===== config.mk =====
export PLATFORM = sky130hd
export DESIGN_NAME = block_content_classifier
export DESIGN_NICKNAME = d
export VERILOG_FILES = /design/src/sv/bcc_pkg.sv /design/src/sv/block_content_classifier.sv
export SDC_FILE = /design/constraint.sdc
export NUM_CORES = 1
export LEC_CHECK = 0
export BUFFER_PORTS_ARGS = -buffer_cell sky130_fd_sc_hd__buf_2
export CORE_UTILIZATION = 45
export DETAILED_ROUTE_END_ITERATION = 12
export GPL_ROUTABILITY_DRIVEN = 1
export PLACE_DENSITY_LB_ADDON = 0.05
export SLEW_MARGIN = 15
export SYNTH_ARGS = -nofsm -noshare
export SYNTH_HDL_FRONTEND = slang
export SYNTH_SLANG_ARGS = --single-unit

===== constraint.sdc =====
create_clock -name clk -period 5.6 [get_ports clk]
set_clock_uncertainty 0.05 [all_clocks]
set_input_delay 0.56 -clock clk [delete_from_list [all_inputs] [get_ports clk]]
set_output_delay 0.56 -clock clk [all_outputs]
set_load 0.01 [all_outputs]

===== src/sv/bcc_pkg.sv =====
// Package for the block content classifier: payload structs, field codes,
// load thresholds and count widths. No dependencies.
`timescale 1ns / 1ps
`default_nettype none
package bcc_pkg;

  localparam int SAMPLE_LIMIT = 4096;
  localparam int CNT_W        = $clog2(SAMPLE_LIMIT + 1);
  localparam int PROD_W       = CNT_W + 3;

  localparam int LOAD_W = 12;
  localparam int LEVEL_W = 4;
  localparam int CFG_INDEX_W = 2;
  localparam int CFG_DATA_W  = 4;

  // Load thresholds, 8 fraction bits.
  localparam logic signed [LOAD_W-1:0] LOAD_HIGH   = 12'sd384;
  localparam logic signed [LOAD_W-1:0] LOAD_RAISED = 12'sd307;
  localparam logic signed [LOAD_W-1:0] LOAD_ONE    = 12'sd256;
  localparam logic signed [LOAD_W-1:0] LOAD_LOW    = 12'sd128;

  localparam logic [LEVEL_W-1:0] LEVEL_MIN = 4'd1;
  localparam logic [LEVEL_W-1:0] LEVEL_MAX = 4'd9;
  localparam logic [LEVEL_W-1:0] BASE_LEVEL_RESET = 4'd6;

  typedef enum logic [1:0] {
    TYPE_COMPRESSED = 2'd0,
    TYPE_TEXT       = 2'd1,
    TYPE_BINARY     = 2'd2
  } content_type_t;

  typedef enum logic [1:0] {
    ALGO_NONE  = 2'd0,
    ALGO_LZ4   = 2'd1,
    ALGO_ZSTD  = 2'd2,
    ALGO_OTHER = 2'd3
  } algorithm_t;

  localparam logic [CFG_INDEX_W-1:0] REG_PREFERRED_ALGORITHM = 2'd0;
  localparam logic [CFG_INDEX_W-1:0] REG_BASE_LEVEL          = 2'd1;

  typedef struct packed {
    logic [7:0]               data_byte;
    logic                     end_of_block;
    logic signed [LOAD_W-1:0] system_load;
  } in_item_t;

  typedef struct packed {
    logic [1:0]         content_type;
    logic [1:0]         chosen_algorithm;
    logic [LEVEL_W-1:0] chosen_level;
  } out_item_t;

  function automatic logic is_printable(input logic [7:0] c);
    return (c == 8'h09) || (c == 8'h0A) || (c == 8'h0D) || (c >= 8'h20 && c <= 8'h7E);
  endfunction

endpackage
`default_nettype wire


===== src/sv/block_content_classifier.sv =====
// Block content classifier top level: byte counters, head capture, and the
// registered classification result. Depends on bcc_pkg.
`timescale 1ns / 1ps
`default_nettype none
// The block takes one byte per cycle and keeps the first four bytes and the
// sampled and printable counts of the first SAMPLE_LIMIT bytes. The result
// for a block is computed from those counters in the same cycle that the
// final byte is accepted and appears in the output register on the next
// cycle, so bytes flow at one per cycle. Ordinary bytes are never held back;
// only a final byte is stalled, and only while the previous result still
// sits unclaimed in the output register. Configuration writes take effect on
// the next cycle.
module block_content_classifier (
  input  wire                          clk,
  input  wire                          rst,
  input  wire                          cfg_write,
  input  wire [bcc_pkg::CFG_INDEX_W-1:0] cfg_index,
  input  wire [bcc_pkg::CFG_DATA_W-1:0]  cfg_data,
  input  wire                          in_valid,
  output logic                         in_stall,
  input  bcc_pkg::in_item_t            in_data,
  output logic                         out_valid,
  input  wire                          out_stall,
  output bcc_pkg::out_item_t           out_data
);
  import bcc_pkg::*;

  logic [1:0]         preferred_algorithm;
  logic [LEVEL_W-1:0] base_level;

  logic [7:0]       head_bytes [4];
  logic [CNT_W-1:0] sampled_count;
  logic [CNT_W-1:0] printable_count;

  logic [7:0]       head_next [4];
  logic [CNT_W-1:0] sampled_next;
  logic [CNT_W-1:0] printable_next;
  logic             in_accept;
  logic             packed_hit;
  logic             text_hit;
  logic [PROD_W-1:0] printable_x5;
  logic [PROD_W-1:0] sampled_x4;
  content_type_t    type_sel;
  algorithm_t       algo_sel;
  logic signed [5:0] level_adj;
  logic [LEVEL_W-1:0] level_sel;
  out_item_t        result;

  assign in_stall  = out_valid && out_stall && in_data.end_of_block;
  assign in_accept = in_valid && !in_stall;

  always_comb begin
    for (int i = 0; i < 4; i++) begin
      head_next[i] = head_bytes[i];
    end
    if (sampled_count < CNT_W'(4)) begin
      head_next[sampled_count[1:0]] = in_data.data_byte;
    end
    sampled_next   = sampled_count;
    printable_next = printable_count;
    if (sampled_count < CNT_W'(SAMPLE_LIMIT)) begin
      sampled_next = sampled_count + CNT_W'(1);
      if (is_printable(in_data.data_byte)) begin
        printable_next = printable_count + CNT_W'(1);
      end
    end
  end

  // A prefix only matches when the block is at least as long as the prefix.
  always_comb begin
    packed_hit =
      (sampled_next >= CNT_W'(2) && head_next[0] == 8'h1F && head_next[1] == 8'h8B) ||
      (sampled_next >= CNT_W'(2) && head_next[0] == 8'h78 && head_next[1] == 8'h9C) ||
      (sampled_next >= CNT_W'(4) && head_next[0] == 8'h50 && head_next[1] == 8'h4B &&
       head_next[2] == 8'h03 && head_next[3] == 8'h04) ||
      (sampled_next >= CNT_W'(4) && head_next[0] == 8'h28 && head_next[1] == 8'hB5 &&
       head_next[2] == 8'h2F && head_next[3] == 8'hFD) ||
      (sampled_next >= CNT_W'(4) && head_next[0] == 8'h04 && head_next[1] == 8'h22 &&
       head_next[2] == 8'h4D && head_next[3] == 8'h18);

    printable_x5 = PROD_W'({printable_next, 2'b00}) + PROD_W'(printable_next);
    sampled_x4   = PROD_W'({sampled_next, 2'b00});
    text_hit     = printable_x5 > sampled_x4;

    if (packed_hit) begin
      type_sel = TYPE_COMPRESSED;
    end else if (text_hit) begin
      type_sel = TYPE_TEXT;
    end else begin
      type_sel = TYPE_BINARY;
    end

    if (type_sel == TYPE_COMPRESSED) begin
      algo_sel = ALGO_NONE;
    end else begin
      algo_sel = (type_sel == TYPE_TEXT) ? ALGO_ZSTD : ALGO_LZ4;
      if (preferred_algorithm != ALGO_NONE) begin
        algo_sel = algorithm_t'(preferred_algorithm);
      end
      if (in_data.system_load > LOAD_HIGH) begin
        algo_sel = ALGO_NONE;
      end else if (in_data.system_load > LOAD_RAISED && algo_sel == ALGO_ZSTD) begin
        algo_sel = ALGO_LZ4;
      end
    end

    // A negative load means unknown and leaves the level alone.
    level_adj = $signed({2'b00, base_level});
    if (!in_data.system_load[LOAD_W-1]) begin
      if (in_data.system_load > LOAD_HIGH) begin
        level_adj = level_adj - 6'sd3;
      end else if (in_data.system_load > LOAD_ONE) begin
        level_adj = level_adj - 6'sd2;
      end else if (in_data.system_load < LOAD_LOW) begin
        level_adj = level_adj + 6'sd1;
      end
    end
    if (level_adj < $signed({2'b00, LEVEL_MIN})) begin
      level_sel = LEVEL_MIN;
    end else if (level_adj > $signed({2'b00, LEVEL_MAX})) begin
      level_sel = LEVEL_MAX;
    end else begin
      level_sel = level_adj[LEVEL_W-1:0];
    end

    result.content_type     = type_sel;
    result.chosen_algorithm = algo_sel;
    result.chosen_level     = level_sel;
  end

  always_ff @(posedge clk) begin
    if (rst) begin
      preferred_algorithm <= ALGO_NONE;
      base_level          <= BASE_LEVEL_RESET;
    end else if (cfg_write) begin
      case (cfg_index)
        REG_PREFERRED_ALGORITHM: preferred_algorithm <= cfg_data[1:0];
        REG_BASE_LEVEL:          base_level <= cfg_data[LEVEL_W-1:0];
        default: ;
      endcase
    end
  end

  always_ff @(posedge clk) begin
    if (rst) begin
      for (int i = 0; i < 4; i++) begin
        head_bytes[i] <= 8'h00;
      end
      sampled_count   <= '0;
      printable_count <= '0;
    end else if (in_accept) begin
      // The final byte of a block returns the counters to their cleared state.
      for (int i = 0; i < 4; i++) begin
        head_bytes[i] <= in_data.end_of_block ? 8'h00 : head_next[i];
      end
      sampled_count   <= in_data.end_of_block ? '0 : sampled_next;
      printable_count <= in_data.end_of_block ? '0 : printable_next;
    end
  end

  always_ff @(posedge clk) begin
    if (rst) begin
      out_valid <= 1'b0;
    end else if (in_accept && in_data.end_of_block) begin
      out_valid <= 1'b1;
    end else if (!out_stall) begin
      out_valid <= 1'b0;
    end
  end

  always_ff @(posedge clk) begin
    if (in_accept && in_data.end_of_block) begin
      out_data <= result;
    end
  end

  a_last_gives_result: assert property (@(posedge clk) disable iff (rst)
    in_valid && !in_stall && in_data.end_of_block |=> out_valid)
    else $error("final byte accepted without a result transaction");

  a_counters_cleared: assert property (@(posedge clk) disable iff (rst)
    in_valid && !in_stall && in_data.end_of_block |=> sampled_count == '0 && printable_count == '0)
    else $error("block counters not cleared after final byte");

  a_level_range: assert property (@(posedge clk) disable iff (rst)
    out_valid |-> out_data.chosen_level >= LEVEL_MIN && out_data.chosen_level <= LEVEL_MAX)
    else $error("chosen level outside 1..9");

  a_compressed_no_algo: assert property (@(posedge clk) disable iff (rst)
    out_valid && out_data.content_type == TYPE_COMPRESSED |->
      out_data.chosen_algorithm == ALGO_NONE)
    else $error("compressed block given an algorithm");

endmodule
`default_nettype wire


==> PnR_summary.wiki, run 1 <==
{| class="wikitable"
! Metric !! Value
|-
| Detail-routed net length per standard cell || approximately 17 um
|-
| Number of pins with negative max-slew slack in the final report || 0
|-
| Time the final worst path needs with I/O delays and setup || just over 5 ns
|-
| Required time reported for the critical path endpoint || ~5.6 ns
|-
| Count of instances resized after the clock tree is built || 0
|-
| Global-route wire length before repair || 24.4 mm
|-
| Clock latency of the later-clocked register in the worst-skew pair || about 0.34 ns
|-
| Die span in x || roughly 110 um
|-
| Status || finished, final reports clean
|-
| Root buf cell || sky130_fd_sc_hd__clkbuf_16
|-
| Crit Path Category || in2reg
|-
| Setup TNS || 0 ns
|-
| ANT cells || 0
|-
| Number of remaining DRC errors || 0
|-
| Tightest Pin Transition || between 0.8 and 0.9 ns
|-
| TritonCTS clock tree || built
|-
| Cell repeated most along the worst path || sky130_fd_sc_hd__a21o_1
|-
| Final hold viol count || 0
|-
| Die extent in y || between 100 and 150 um
|-
| Total half-perimeter wirelength after legalization and detailed placement || 11.2 mm
|-
| Slowest stage cell, crit path || sky130_fd_sc_hd__o211ai_1
|-
| DIE AREA || around 0.013 mm2
|-
| Stage delay of the slowest cell on the critical path || around 0.44 ns
|-
| Psw || roughly 0.34 mW
|-
| Port Buf Inserts || 41
|-
| Critical Path Source Type || input port
|-
| # H-tree levels || 3
|-
| Ratio of total power to cell area || just over 200 mW/mm2
|-
| Core area || roughly 0.012 mm2
|-
| Remaining antenna violation count after routing || 0
|-
| Clock-pin slew reported for the worst setup and hold paths after clock tree synthesis || around 0.06 ns
|-
| Yosys warning total || 0
|-
| Net count reported at finish || roughly 760
|-
| Largest fanout on the critical path || 10
|-
| Net Sw Frac || approximately a quarter
|-
| Std-Cell Rows || 40
|-
| Synth top area share || a little over a fifth
|-
| Number of enable-type register cells in the synthesized netlist || 40
|-
| Kind of end point of the critical path || register
|-
| Detailed-route via count || 5037
|-
| Via count of the first global-routing pass || about 4800
|-
| Routability Congestion || between 0.8 and 0.9
|-
| Num CTS Buffers || 9
|-
| Hold bufs inserted after CTS || 0
|-
| Via density per instance || 5.78
|-
| Register area share after synthesis || between 30 and 40%
|-
| Most frequent cells after synthesis || sky130_fd_sc_hd__nor2_1, sky130_fd_sc_hd__nand2_1, sky130_fd_sc_hd__edfxtp_1
|-
| Hold Worst Slack || 0.417 ns
|-
| Dominant cells by area after synthesis || sky130_fd_sc_hd__edfxtp_1, sky130_fd_sc_hd__dfxtp_1, sky130_fd_sc_hd__ha_1
|-
| Period utilisation layout || 92.4%
|-
| Count of TritonRoute iterations in the first routing pass || 5
|-
| Combinational Power Share || 13.0%
|-
| Layout-stage area growth over the synthesis result || 11.9%
|-
| Number of buffers inserted by post-CTS setup repair || 0
|-
| Worst min-delay path category || in2reg
|-
| Drt total wl || around 15 mm
|-
| Mapped Cells || roughly 660
|-
| Ports || 42
|-
| Part of the power in the clock network || approximately two fifths
|-
| Count of cell types in the netlist || 75
|-
| Yosys top cell by area || sky130_fd_sc_hd__edfxtp_1
|-
| P_leak || 2.65 nW
|-
| Max_cap viols || 0
|-
| TritonCTS Sinks || 73
|-
| Number of buffers between clock root and the deepest sink || 2
|-
| Mean instance size in the synthesized netlist || approximately 8.6 um2
|-
| Largest vdd supply drop || 0.000160 V
|-
| Fraction of synthesis flops using an asynchronous set or reset pin || 0%
|-
| Maximum number of pins on one net before global-route repair || 48
|-
| Number of DRC violations after detailed-routing iteration 0 || between 300 and 400
|-
| Antenna violations before repair || 0
|-
| Power share of the sequential group || between 40% and 50%
|-
| Synthesized cell area || 0.00567 mm2
|-
| Unrepaired setup endpoints after global routing || false
|-
| Syn Nets || between 700 and 800
|-
| Rel. slew slack || about 44%
|-
| #FFs+latches synth || 73
|-
| P_int || just under 1 mW
|-
| Fmax achieved || between 150 and 200 MHz
|-
| GRT overflow || 0
|-
| Number of setup violations in the final report || 0
|-
| GRT Resource Usage Total || between 20% and 30%
|-
| Critical Path, Cell by Cell || buf_2 -> nand4_1 -> o211ai_1 -> nor2_1 -> xnor2_1 -> inv_1 -> ha_1 -> a21oi_1 -> a41oi_1 -> o221ai_1 -> o21bai_1 -> a21oi_1 -> xnor2_1 -> ha_1 -> a21o_1 -> a21o_1 -> a21o_1 -> a21o_1 -> a221oi_1 -> a211o_1 -> a311oi_1 -> nor3b_1
|-
| Starting density of the core || between 40% and 50%
|-
| Share of final-layout standard cells stronger than drive strength 1 || 12.1%
|-
| Dominant cell by count in the synthesized netlist || sky130_fd_sc_hd__nor2_1
|-
| Top_reg_cell synth || sky130_fd_sc_hd__edfxtp_1
|-
| Arrival time reported for the critical path endpoint || about 5.2 ns
|}
-- cells by family (layout without fill, tap and decap cells) --
| group | count (synthesis) | after routing | synth area share, % |
|---|---|---|---|
| compound gates | 149 | 149 | 17.9 |
| xor+xnor | 39 | 39 | 6.03 |
| fa+ha+maj | 33 | 33 | 7.42 |
| buf+inv | 62 | 103 | 4.35 |
| flops | 73 | 73 | 32.9 |
| mux | 31 | 31 | 5.52 |
| simple gates | 275 | 275 | 25.9 |
-- power groups by stage --
stage | Sequential (mW) | Clock [mW] | Combinational [mW]
2_1_floorplan | 0.613 | 0 | 0.113
3_3_place_gp | 0.616 | 0 | 0.167
3_5_place_dp | 0.616 | 0 | 0.169
4_1_cts | 0.605 | 0.543 | 0.170
5_1_grt | 0.607 | 0.569 | 0.190
6_report | 0.605 | 0.533 | 0.170
-- worst max-delay path, delay by kind of cell --
family | cells | cell delay, ns
xor gates and xnor gates | 2 | 0.47
adders and majority gates | 2 | 0.52
buffers and inverters | 2 | 0.29
and+or+nand+nor | 3 | 0.57
AOI/OAI and AO/OA | 13 | 2.77
-- layout make-up --
| cell class | count | area [um2] |
|---|---|---|
| fill | 1198 | 5820 |
| multi-input combinational | 527 | 3560 |
| sequential | 73 | 1860 |
| timing repair buffer | 58 | 333 |
| clock buffer | 13 | 250 |
| tap | 168 | 210 |
| inverter | 29 | 109 |
| clock inverter | 3 | 16.3 |
-- per-layer routing --
metal | track usage (%) | routed length, um
met2 | 41.1 | 7010
met1 | 31.1 | 7070
met4 | 8.92 | 287
met3 | 3.39 | 523
met5 | 0 | 0
-- registers in the layout, indices dropped and copies added (netlist names) --
signal,flops
head_bytes,32
printable_count,13
sampled_count,13
out_data,8
base_level,4
preferred_algorithm,2
out_valid,1
-- path summary, 6_finish.rpt --
path,end,slack (ns),start,cells after the start
setup reg to reg,out_data[5],0.56,printable_count[0],20
hold / removal,base_level[2],0.42,cfg_data[2],3
hold reg to reg,printable_count[12],0.46,printable_count[12],1
setup / recovery,out_data[5],0.43,in_data[13],22
-- placed cells by master, fill, tap and decap left out, types with 4 or more instances in the layout --
master / count
sky130_fd_sc_hd__nor4_1: 6
sky130_fd_sc_hd__nand3_1: 17
sky130_fd_sc_hd__a21o_1: 10
sky130_fd_sc_hd__inv_1: 28
sky130_fd_sc_hd__xnor2_1: 22
sky130_fd_sc_hd__ha_1: 32
sky130_fd_sc_hd__nand3b_1: 6
sky130_fd_sc_hd__nor2b_1: 7
sky130_fd_sc_hd__a31oi_1: 7
sky130_fd_sc_hd__xor2_1: 17
sky130_fd_sc_hd__a311oi_1: 4
sky130_fd_sc_hd__nor2_1: 80
sky130_fd_sc_hd__and3_1: 7
sky130_fd_sc_hd__o21ai_0: 36
sky130_fd_sc_hd__clkbuf_16: 9
sky130_fd_sc_hd__o22ai_1: 5
sky130_fd_sc_hd__nor4b_1: 5
sky130_fd_sc_hd__nand2b_1: 8
sky130_fd_sc_hd__nand2_1: 58
sky130_fd_sc_hd__a21oi_1: 35
sky130_fd_sc_hd__and4b_1: 4
sky130_fd_sc_hd__mux2i_1: 29
sky130_fd_sc_hd__and2_1: 6
sky130_fd_sc_hd__nor3_1: 24
sky130_fd_sc_hd__buf_4: 17
sky130_fd_sc_hd__a22o_1: 6
sky130_fd_sc_hd__edfxtp_1: 40
sky130_fd_sc_hd__or3_1: 6
sky130_fd_sc_hd__nor3b_1: 7
sky130_fd_sc_hd__buf_2: 41
sky130_fd_sc_hd__dfxtp_1: 33
sky130_fd_sc_hd__o221ai_1: 4
sky130_fd_sc_hd__o211ai_1: 5
sky130_fd_sc_hd__nand4_1: 12
-- metrics by stage --
stage                     worst slack [ns]  cells  cell area (um2)  power (mW)  utilization [%]
after floorplan                      0.455    662             5670       0.726                -
after global placement               0.283    855             6070       0.783             49.9
after detailed placement             0.158    855             6070       0.785             49.9
after CTS                            0.481    871             6340        1.32             52.1
after global routing                0.0884    871             6340        1.37             52.1
final                                0.427    871             6340        1.31             52.1
No activity file was read; power rests on OpenSTA's default activity.
==> inputs of run 2 (changes only) <==
==> constraint.sdc (replaced) <==
create_clock -name clk -period 5.6 [get_ports clk]
set_clock_uncertainty 0.05 [all_clocks]
set_input_delay 0.84 -clock clk [delete_from_list [all_inputs] [get_ports clk]]
set_output_delay 0.84 -clock clk [all_outputs]
set_load 0.01 [all_outputs]
==> PnR_summary.wiki, run 2 (synthesis results as in run 1) <==
{| class="wikitable"
! Metric !! Value
|-
| Status || finished, final reports clean
|-
| Setup TNS || 0 ns (unchanged)
|-
| Max_cap viols || 0 (unchanged)
|-
| Placed cell count || 864 (+1.1%)
|-
| Worst flop-to-flop path startpoint || sampled_count[12]
|-
| Ports || 42 (unchanged)
|-
| Drt total wl || 14.8 mm (-0.61%)
|-
| Leading cell type in the layout, fill and taps excluded || sky130_fd_sc_hd__nor2_1
|-
| Largest fanout on the critical path || 5 (-5)
|-
| Number of cells traversed by the worst register-to-register path || 20 (unchanged)
|-
| Net count reported at finish || 772 (+1.2%)
|-
| Count of instances resized after the clock tree is built || 0 (unchanged)
|-
| Rel. slew slack || 44.7% (+0.24 points)
|-
| Clock-pin slew reported for the worst setup and hold paths after clock tree synthesis || 0.05 ns (about the same)
|-
| Period utilisation layout || 94.3% (+1.9 points)
|-
| GRT Resource Usage Total || 23.5% (-0.65 points)
|-
| Part of the power in the clock network || 40.6% (-0.2 points)
|-
| TritonCTS clock tree || built
|-
| Kind of end point of the critical path || register
|-
| Number of buffers between clock root and the deepest sink || 2 (unchanged)
|-
| Core area || 0.0122 mm2 (unchanged)
|-
| Detailed-route via count || 5122 (+1.7%)
|-
| DIE AREA || 0.0130 mm2 (unchanged)
|-
| Ratio of total power to cell area || 204 mW/mm2 (-1.0%)
|-
| ANT cells || 0 (unchanged)
|-
| Port Buf Inserts || 41 (unchanged)
|-
| Number of DRC violations after detailed-routing iteration 0 || 335 (+5.0%)
|-
| Final hold viol count || 0 (unchanged)
|-
| TritonCTS Sinks || 73 (unchanged)
|-
| Largest vdd supply drop || 0.000124 V (-22%)
|-
| Die extent in y || 114 um (unchanged)
|-
| Remaining antenna violation count after routing || 0 (unchanged)
|-
| Number of buffers inserted by post-CTS setup repair || 0 (unchanged)
|-
| Die span in x || 114 um (unchanged)
|-
| Power share of the sequential group || 46.2% (about the same)
|-
| Max FFs per register || 32 (unchanged)
|-
| Via density per instance || 5.82 (+0.65%)
|-
| Unrepaired setup endpoints after global routing || false
|-
| Routability Congestion || 0.886 (+2.2%)
|-
| Num CTS Buffers || 9 (unchanged)
|-
| Starting density of the core || 46.6% (unchanged)
|-
| Number of standard cells in the final layout excluding fillers || 880 (+1.0%)
|-
| Combinational Power Share || 13.2% (+0.2 points)
|-
| Crit Path Category || in2reg
|-
| Clock latency of the later-clocked register in the worst-skew pair || 0.34 ns (about the same)
|-
| Time the final worst path needs with I/O delays and setup || 5.28 ns (+0.106 ns)
|-
| Layout-stage area growth over the synthesis result || 13.0%
|-
| Antenna violations before repair || 0 (unchanged)
|-
| Fmax achieved || 189 MHz (-2.0%)
|-
| Required time reported for the critical path endpoint || 5.62 ns (about the same)
|-
| Number of remaining DRC errors || 0 (unchanged)
|-
| Final design area excluding fillers || 0.00640 mm2 (+1.0%)
|-
| Via count of the first global-routing pass || 4785 (-0.58%)
|-
| R2R Path End || out_data[5]
|-
| Biggest regs || head_bytes (32), printable_count (13), sampled_count (13)
|-
| GRT overflow || 0 (unchanged)
|-
| P_int || 0.970 mW (+0.42%)
|-
| Critical Path Source Type || input port
|-
| Total half-perimeter wirelength after legalization and detailed placement || 11.1 mm (-0.46%)
|-
| Maximum number of pins on one net before global-route repair || 48 (unchanged)
|-
| # H-tree levels || 3 (unchanged)
|-
| Most flop-heavy register || head_bytes
|-
| Final core utilization || 52.6% (+0.52 points)
|-
| Root buf cell || sky130_fd_sc_hd__clkbuf_16
|-
| Number of setup violations in the final report || 0 (unchanged)
|-
| Hold Path Cell Cnt || 1 (-2)
|-
| P_leak || 2.70 nW (+1.7%)
|-
| Detail-routed net length per standard cell || 16.8 um (-1.6%)
|-
| Hold worst-path end || printable_count[12]
|-
| Global-route wire length before repair || 23.7 mm (-2.9%)
|-
| Net Sw Frac || 25.8% (-0.34 points)
|-
| Arrival time reported for the critical path endpoint || 5.30 ns (+0.11 ns)
|-
| Std-Cell Rows || 40 (unchanged)
|-
| Share of final-layout standard cells stronger than drive strength 1 || 13.1% (+0.97 points)
|-
| Worst min-delay path category || reg2reg
|-
| Count of TritonRoute iterations in the first routing pass || 5 (unchanged)
|-
| Setup slack of the most critical reg-to-reg path || 0.67 ns (+0.11 ns)
|-
| Number of pins with negative max-slew slack in the final report || 0 (unchanged)
|-
| Tightest Pin Transition || 0.827 ns (-0.00352 ns)
|-
| Launch point of the worst hold path || printable_count[12]
|-
| Most frequent cells in the layout || sky130_fd_sc_hd__nor2_1, sky130_fd_sc_hd__nand2_1, sky130_fd_sc_hd__buf_2
|-
| Hold bufs inserted after CTS || 0 (unchanged)
|-
| Psw || 0.338 mW (-1.3%)
|-
| Placed cell area || 0.00614 mm2 (+1.1%)
|}
[run 2: cell types whose count changed in the layout (fill, tap and decap cells not counted)]
cell	delta
sky130_fd_sc_hd__clkinv_1	-1
sky130_fd_sc_hd__clkbuf_1	+2
sky130_fd_sc_hd__buf_4	+9
sky130_fd_sc_hd__clkinvlp_4	-1
[run 2: cell type report]
cell class | instances | area [um2]
Clock inverter | 1 | 5.00
Tap cell | 168 | 210
Clock buffer | 15 | 258
Sequential cell | 73 | 1860
Timing Repair Buffer | 67 | 400
Fill cell | 1139 | 5760
Multi-Input combinational cell | 527 | 3560
Inverter | 29 | 109
[run 2: per-stage QoR]
step	hold slack (ns)	power, mW	setup WS, ns
after detailed placement	0.437	0.787	0.0430
after global routing	0.460	1.36	0.0335
after global placement	0.432	0.784	0.0361
after CTS	0.454	1.32	0.368
final	0.456	1.31	0.321
after floorplan	0.420	0.726	0.175
[run 2: how the worst max path moves through the flow]
| stage | from | to |
|---|---|---|
| 3_3_place_gp | in_data[16] | out_data[5] |
| 3_5_place_dp | in_data[16] | out_data[5] |
| 6_report | in_data[19] | out_data[5] |
| 2_1_floorplan | in_data[13] | out_data[5] |
| 4_1_cts | in_data[16] | out_data[5] |
| 5_1_grt | in_data[14] | out_data[5] |
[run 2: routing by layer]
metal,part of all wire [%],GRT usage (%),vias up
met3,4.8,4.39,26
li1,-,-,2535
met4,2.5,10.2,0
met1,46,29.4,2427
met2,47,39.4,134
met5,0,0,-
[run 2: critical path, stage by stage]
cell,delay (ns)
sky130_fd_sc_hd__buf_2,0.13
sky130_fd_sc_hd__or2_0,0.29
sky130_fd_sc_hd__a311oi_2,0.31
sky130_fd_sc_hd__nor2_1,0.16
sky130_fd_sc_hd__xnor2_1,0.25
sky130_fd_sc_hd__inv_1,0.07
sky130_fd_sc_hd__ha_1,0.23
sky130_fd_sc_hd__fa_1,0.47
sky130_fd_sc_hd__o211ai_1,0.18
sky130_fd_sc_hd__a21oi_1,0.15
sky130_fd_sc_hd__o32ai_1,0.33
sky130_fd_sc_hd__xnor2_1,0.14
sky130_fd_sc_hd__ha_1,0.22
sky130_fd_sc_hd__a21o_1,0.18
sky130_fd_sc_hd__a21o_1,0.18
sky130_fd_sc_hd__a21o_1,0.18
sky130_fd_sc_hd__a21o_1,0.18
sky130_fd_sc_hd__a221oi_1,0.29
sky130_fd_sc_hd__a211o_1,0.25
sky130_fd_sc_hd__a311oi_1,0.11
sky130_fd_sc_hd__nor3b_1,0.16
[run 2: power by group through the flow]
stage                     clock network [mW]  logic (mW)  registers, mW
after floorplan                            0       0.113          0.613
after global placement                     0       0.169          0.615
after detailed placement                   0       0.171          0.616
after CTS                              0.544       0.172          0.604
after global routing                   0.563       0.191          0.607
final                                  0.530       0.173          0.604
==> inputs of run 3 (changes only) <==
- clock period: 5.6 -> 6.09 ns (I/O delays scaled with it)
==> PnR_summary.wiki, run 3 (synthesis results as in run 1) <==
{| class="wikitable"
! Metric !! Value
|-
| Placed cell area || 0.00604 mm2 (-1.6%)
|-
| Max FFs per register || 32 (unchanged)
|-
| Via density per instance || 5.79 (-0.56%)
|-
| Time the final worst path needs with I/O delays and setup || around 5.5 ns
|-
| Final hold viol count || 0 (unchanged)
|-
| Required time reported for the critical path endpoint || 6.10 ns (+0.48 ns)
|-
| Combinational Power Share || 13.2% (about the same)
|-
| # H-tree levels || 3 (unchanged)
|-
| Area taken by flip-flops and latches || 0.00186 mm2 (unchanged)
|-
| Max_cap viols || 0 (unchanged)
|-
| Num CTS Buffers || 9 (unchanged)
|-
| Unrepaired setup endpoints after global routing || false
|-
| Number of remaining DRC errors || 0 (unchanged)
|-
| Root buf cell || sky130_fd_sc_hd__clkbuf_16
|-
| Antenna violations before repair || 0 (unchanged)
|-
| Power share of the sequential group || 46.8% (+0.6 points)
|-
| Std-Cell Rows || 40 (unchanged)
|-
| Status || finished, final reports clean
|-
| Number of cells traversed by the worst register-to-register path || 21 (+5.0%)
|-
| Hold bufs inserted after CTS || 0 (unchanged)
|-
| Clock-pin slew reported for the worst setup and hold paths after clock tree synthesis || 0.05 ns (about the same)
|-
| Count of instances resized after the clock tree is built || 0 (unchanged)
|-
| Clock latency of the later-clocked register in the worst-skew pair || 0.34 ns (about the same)
|-
| Core area || 0.0122 mm2 (unchanged)
|-
| Largest vdd supply drop || 0.000133 V (+6.9%)
|-
| Launch point of the worst hold path || printable_count[12]
|-
| Final design area excluding fillers || 0.00629 mm2 (-1.7%)
|-
| Routability Congestion || 0.909 (+2.6%)
|-
| Biggest regs || head_bytes (32), printable_count (13), sampled_count (13)
|-
| P_leak || 2.63 nW (-2.6%)
|-
| R2R Path End || out_data[5]
|-
| Most frequent cells in the layout || sky130_fd_sc_hd__nor2_1, sky130_fd_sc_hd__nand2_1, sky130_fd_sc_hd__buf_2
|-
| Net count reported at finish || 759 (-1.7%)
|-
| Remaining antenna violation count after routing || 0 (unchanged)
|-
| Number of setup violations in the final report || 0 (unchanged)
|-
| Hold Path Cell Cnt || 1 (unchanged)
|-
| Count of TritonRoute iterations in the first routing pass || 4 (-1)
|-
| Footprint of the multi-input gates || 0.00356 mm2 (unchanged)
|-
| Leading cell type in the layout, fill and taps excluded || sky130_fd_sc_hd__nor2_1
|-
| Final core utilization || 51.7% (-0.88 points)
|-
| TritonCTS clock tree || built
|-
| Fmax achieved || between 150 and 200 MHz
|-
| Detailed-route via count || 5018 (-2.0%)
|-
| Drt total wl || 14.8 mm (about the same)
|-
| Tightest Pin Transition || 0.850 ns (+0.0229 ns)
|-
| GRT Resource Usage Total || 23.6% (+0.16 points)
|-
| Ratio of total power to cell area || 189 mW/mm2 (-7.5%)
|-
| Number of buffers inserted by post-CTS setup repair || 0 (unchanged)
|-
| ANT cells || 0 (unchanged)
|-
| Setup TNS || 0 ns (unchanged)
|-
| Setup slack of the most critical reg-to-reg path || 0.93 ns (+0.26 ns)
|-
| Share of final-layout standard cells stronger than drive strength 1 || 11.3% (-1.8 points)
|-
| Port Buf Inserts || 41 (unchanged)
|-
| Placed cell count || 851 (-1.5%)
|-
| Number of standard cells in the final layout excluding fillers || 867 (-1.5%)
|-
| Worst min-delay path category || reg2reg
|-
| Hold worst-path end || printable_count[12]
|-
| Number of filler cells placed in the layout || 1172 (+2.9%)
|-
| Die extent in y || 114 um (unchanged)
|-
| Global-route wire length before repair || 24.1 mm (+1.5%)
|-
| Period utilisation layout || between 90% and 100%
|-
| Net Sw Frac || 26.3% (+0.48 points)
|-
| Part of the power in the clock network || 40.0% (-0.6 points)
|-
| Maximum number of pins on one net before global-route repair || 48 (unchanged)
|-
| Total half-perimeter wirelength after legalization and detailed placement || 10.9 mm (-1.5%)
|-
| DIE AREA || 0.0130 mm2 (unchanged)
|-
| Detail-routed net length per standard cell || 17.1 um (+1.4%)
|-
| P_int || 0.877 mW (-9.6%)
|-
| Crit Path Category || in2reg
|-
| GRT overflow || 0 (unchanged)
|-
| Starting density of the core || 46.6% (unchanged)
|-
| Largest fanout on the critical path || 10 (+5)
|-
| Number of DRC violations after detailed-routing iteration 0 || 350 (+4.5%)
|-
| Rel. slew slack || 43.4% (-1.4 points)
|-
| Psw || 0.313 mW (-7.4%)
|-
| Arrival time reported for the critical path endpoint || 5.54 ns (+0.24 ns)
|-
| Kind of end point of the critical path || register
|-
| Critical Path Source Type || input port
|-
| TritonCTS Sinks || 73 (unchanged)
|-
| Worst flop-to-flop path startpoint || sampled_count[12]
|-
| Most flop-heavy register || head_bytes
|-
| Hold Worst Slack || 0.462 ns (+0.00597 ns)
|-
| Number of buffers between clock root and the deepest sink || 2 (unchanged)
|-
| Ports || 42 (unchanged)
|-
| Number of pins with negative max-slew slack in the final report || 0 (unchanged)
|-
| Die span in x || 114 um (unchanged)
|-
| Layout-stage area growth over the synthesis result || 11.1%
|-
| Via count of the first global-routing pass || 4727 (-1.2%)
|}
[run 3: worst max path at each step]
stage	from	endpoint	cells past startpoint
2_1_floorplan	in_data[13]	out_data[5]	21
3_3_place_gp	in_data[15]	out_data[5]	21
3_5_place_dp	in_data[15]	out_data[5]	21
4_1_cts	in_data[15]	out_data[5]	21
5_1_grt	in_data[13]	out_data[5]	22
6_report	in_data[13]	out_data[5]	22
[run 3: worst max-delay path: stages]
cell and delay (ns):
sky130_fd_sc_hd__buf_2 0.21, sky130_fd_sc_hd__nand4_1 0.23, sky130_fd_sc_hd__o211ai_1 0.44, sky130_fd_sc_hd__nor2_1 0.18, sky130_fd_sc_hd__xnor2_1 0.34, sky130_fd_sc_hd__inv_1 0.10, sky130_fd_sc_hd__ha_1 0.23, sky130_fd_sc_hd__a21oi_1 0.25
sky130_fd_sc_hd__a41oi_1 0.08, sky130_fd_sc_hd__o221ai_1 0.25, sky130_fd_sc_hd__o21bai_1 0.14, sky130_fd_sc_hd__a21oi_1 0.29, sky130_fd_sc_hd__xnor2_1 0.16, sky130_fd_sc_hd__ha_1 0.26, sky130_fd_sc_hd__a21o_1 0.16, sky130_fd_sc_hd__a21o_1 0.18
sky130_fd_sc_hd__a21o_1 0.18, sky130_fd_sc_hd__a21o_1 0.17, sky130_fd_sc_hd__a221oi_1 0.28, sky130_fd_sc_hd__a211o_1 0.24, sky130_fd_sc_hd__a311oi_1 0.10, sky130_fd_sc_hd__nor3b_1 0.16
[run 3: power by group through the flow]
| stage | clock, mW | sequential, mW | combinational [mW] |
|---|---|---|---|
| final | 0.476 | 0.556 | 0.157 |
| after CTS | 0.489 | 0.556 | 0.156 |
| after floorplan | 0 | 0.564 | 0.104 |
| after global routing | 0.507 | 0.558 | 0.175 |
| after global placement | 0 | 0.566 | 0.154 |
| after detailed placement | 0 | 0.566 | 0.155 |
[run 3: layout make-up]
type                       count  area share [%]
inverter                      29            1.73
sequential                    73            29.6
clock inverter                 2           0.139
multi-input combinational    527            56.5
clock buffer                  14            3.88
tap                          168            3.34
timing repair buffer          54            4.81
[run 3: per-stage QoR]
step | worst slack (ns) | power (mW)
final | 0.564 | 1.19
after global placement | 0.370 | 0.720
after CTS | 0.566 | 1.20
after floorplan | 0.592 | 0.667
after global routing | 0.0541 | 1.24
after detailed placement | 0.223 | 0.721
[run 3: per-layer routing]
layer | wire [um] | track usage, %
met5 | 0 | 0
met4 | 318 | 9.61
met3 | 579 | 3.23
met2 | 6700 | 37.6
met1 | 7190 | 32.4
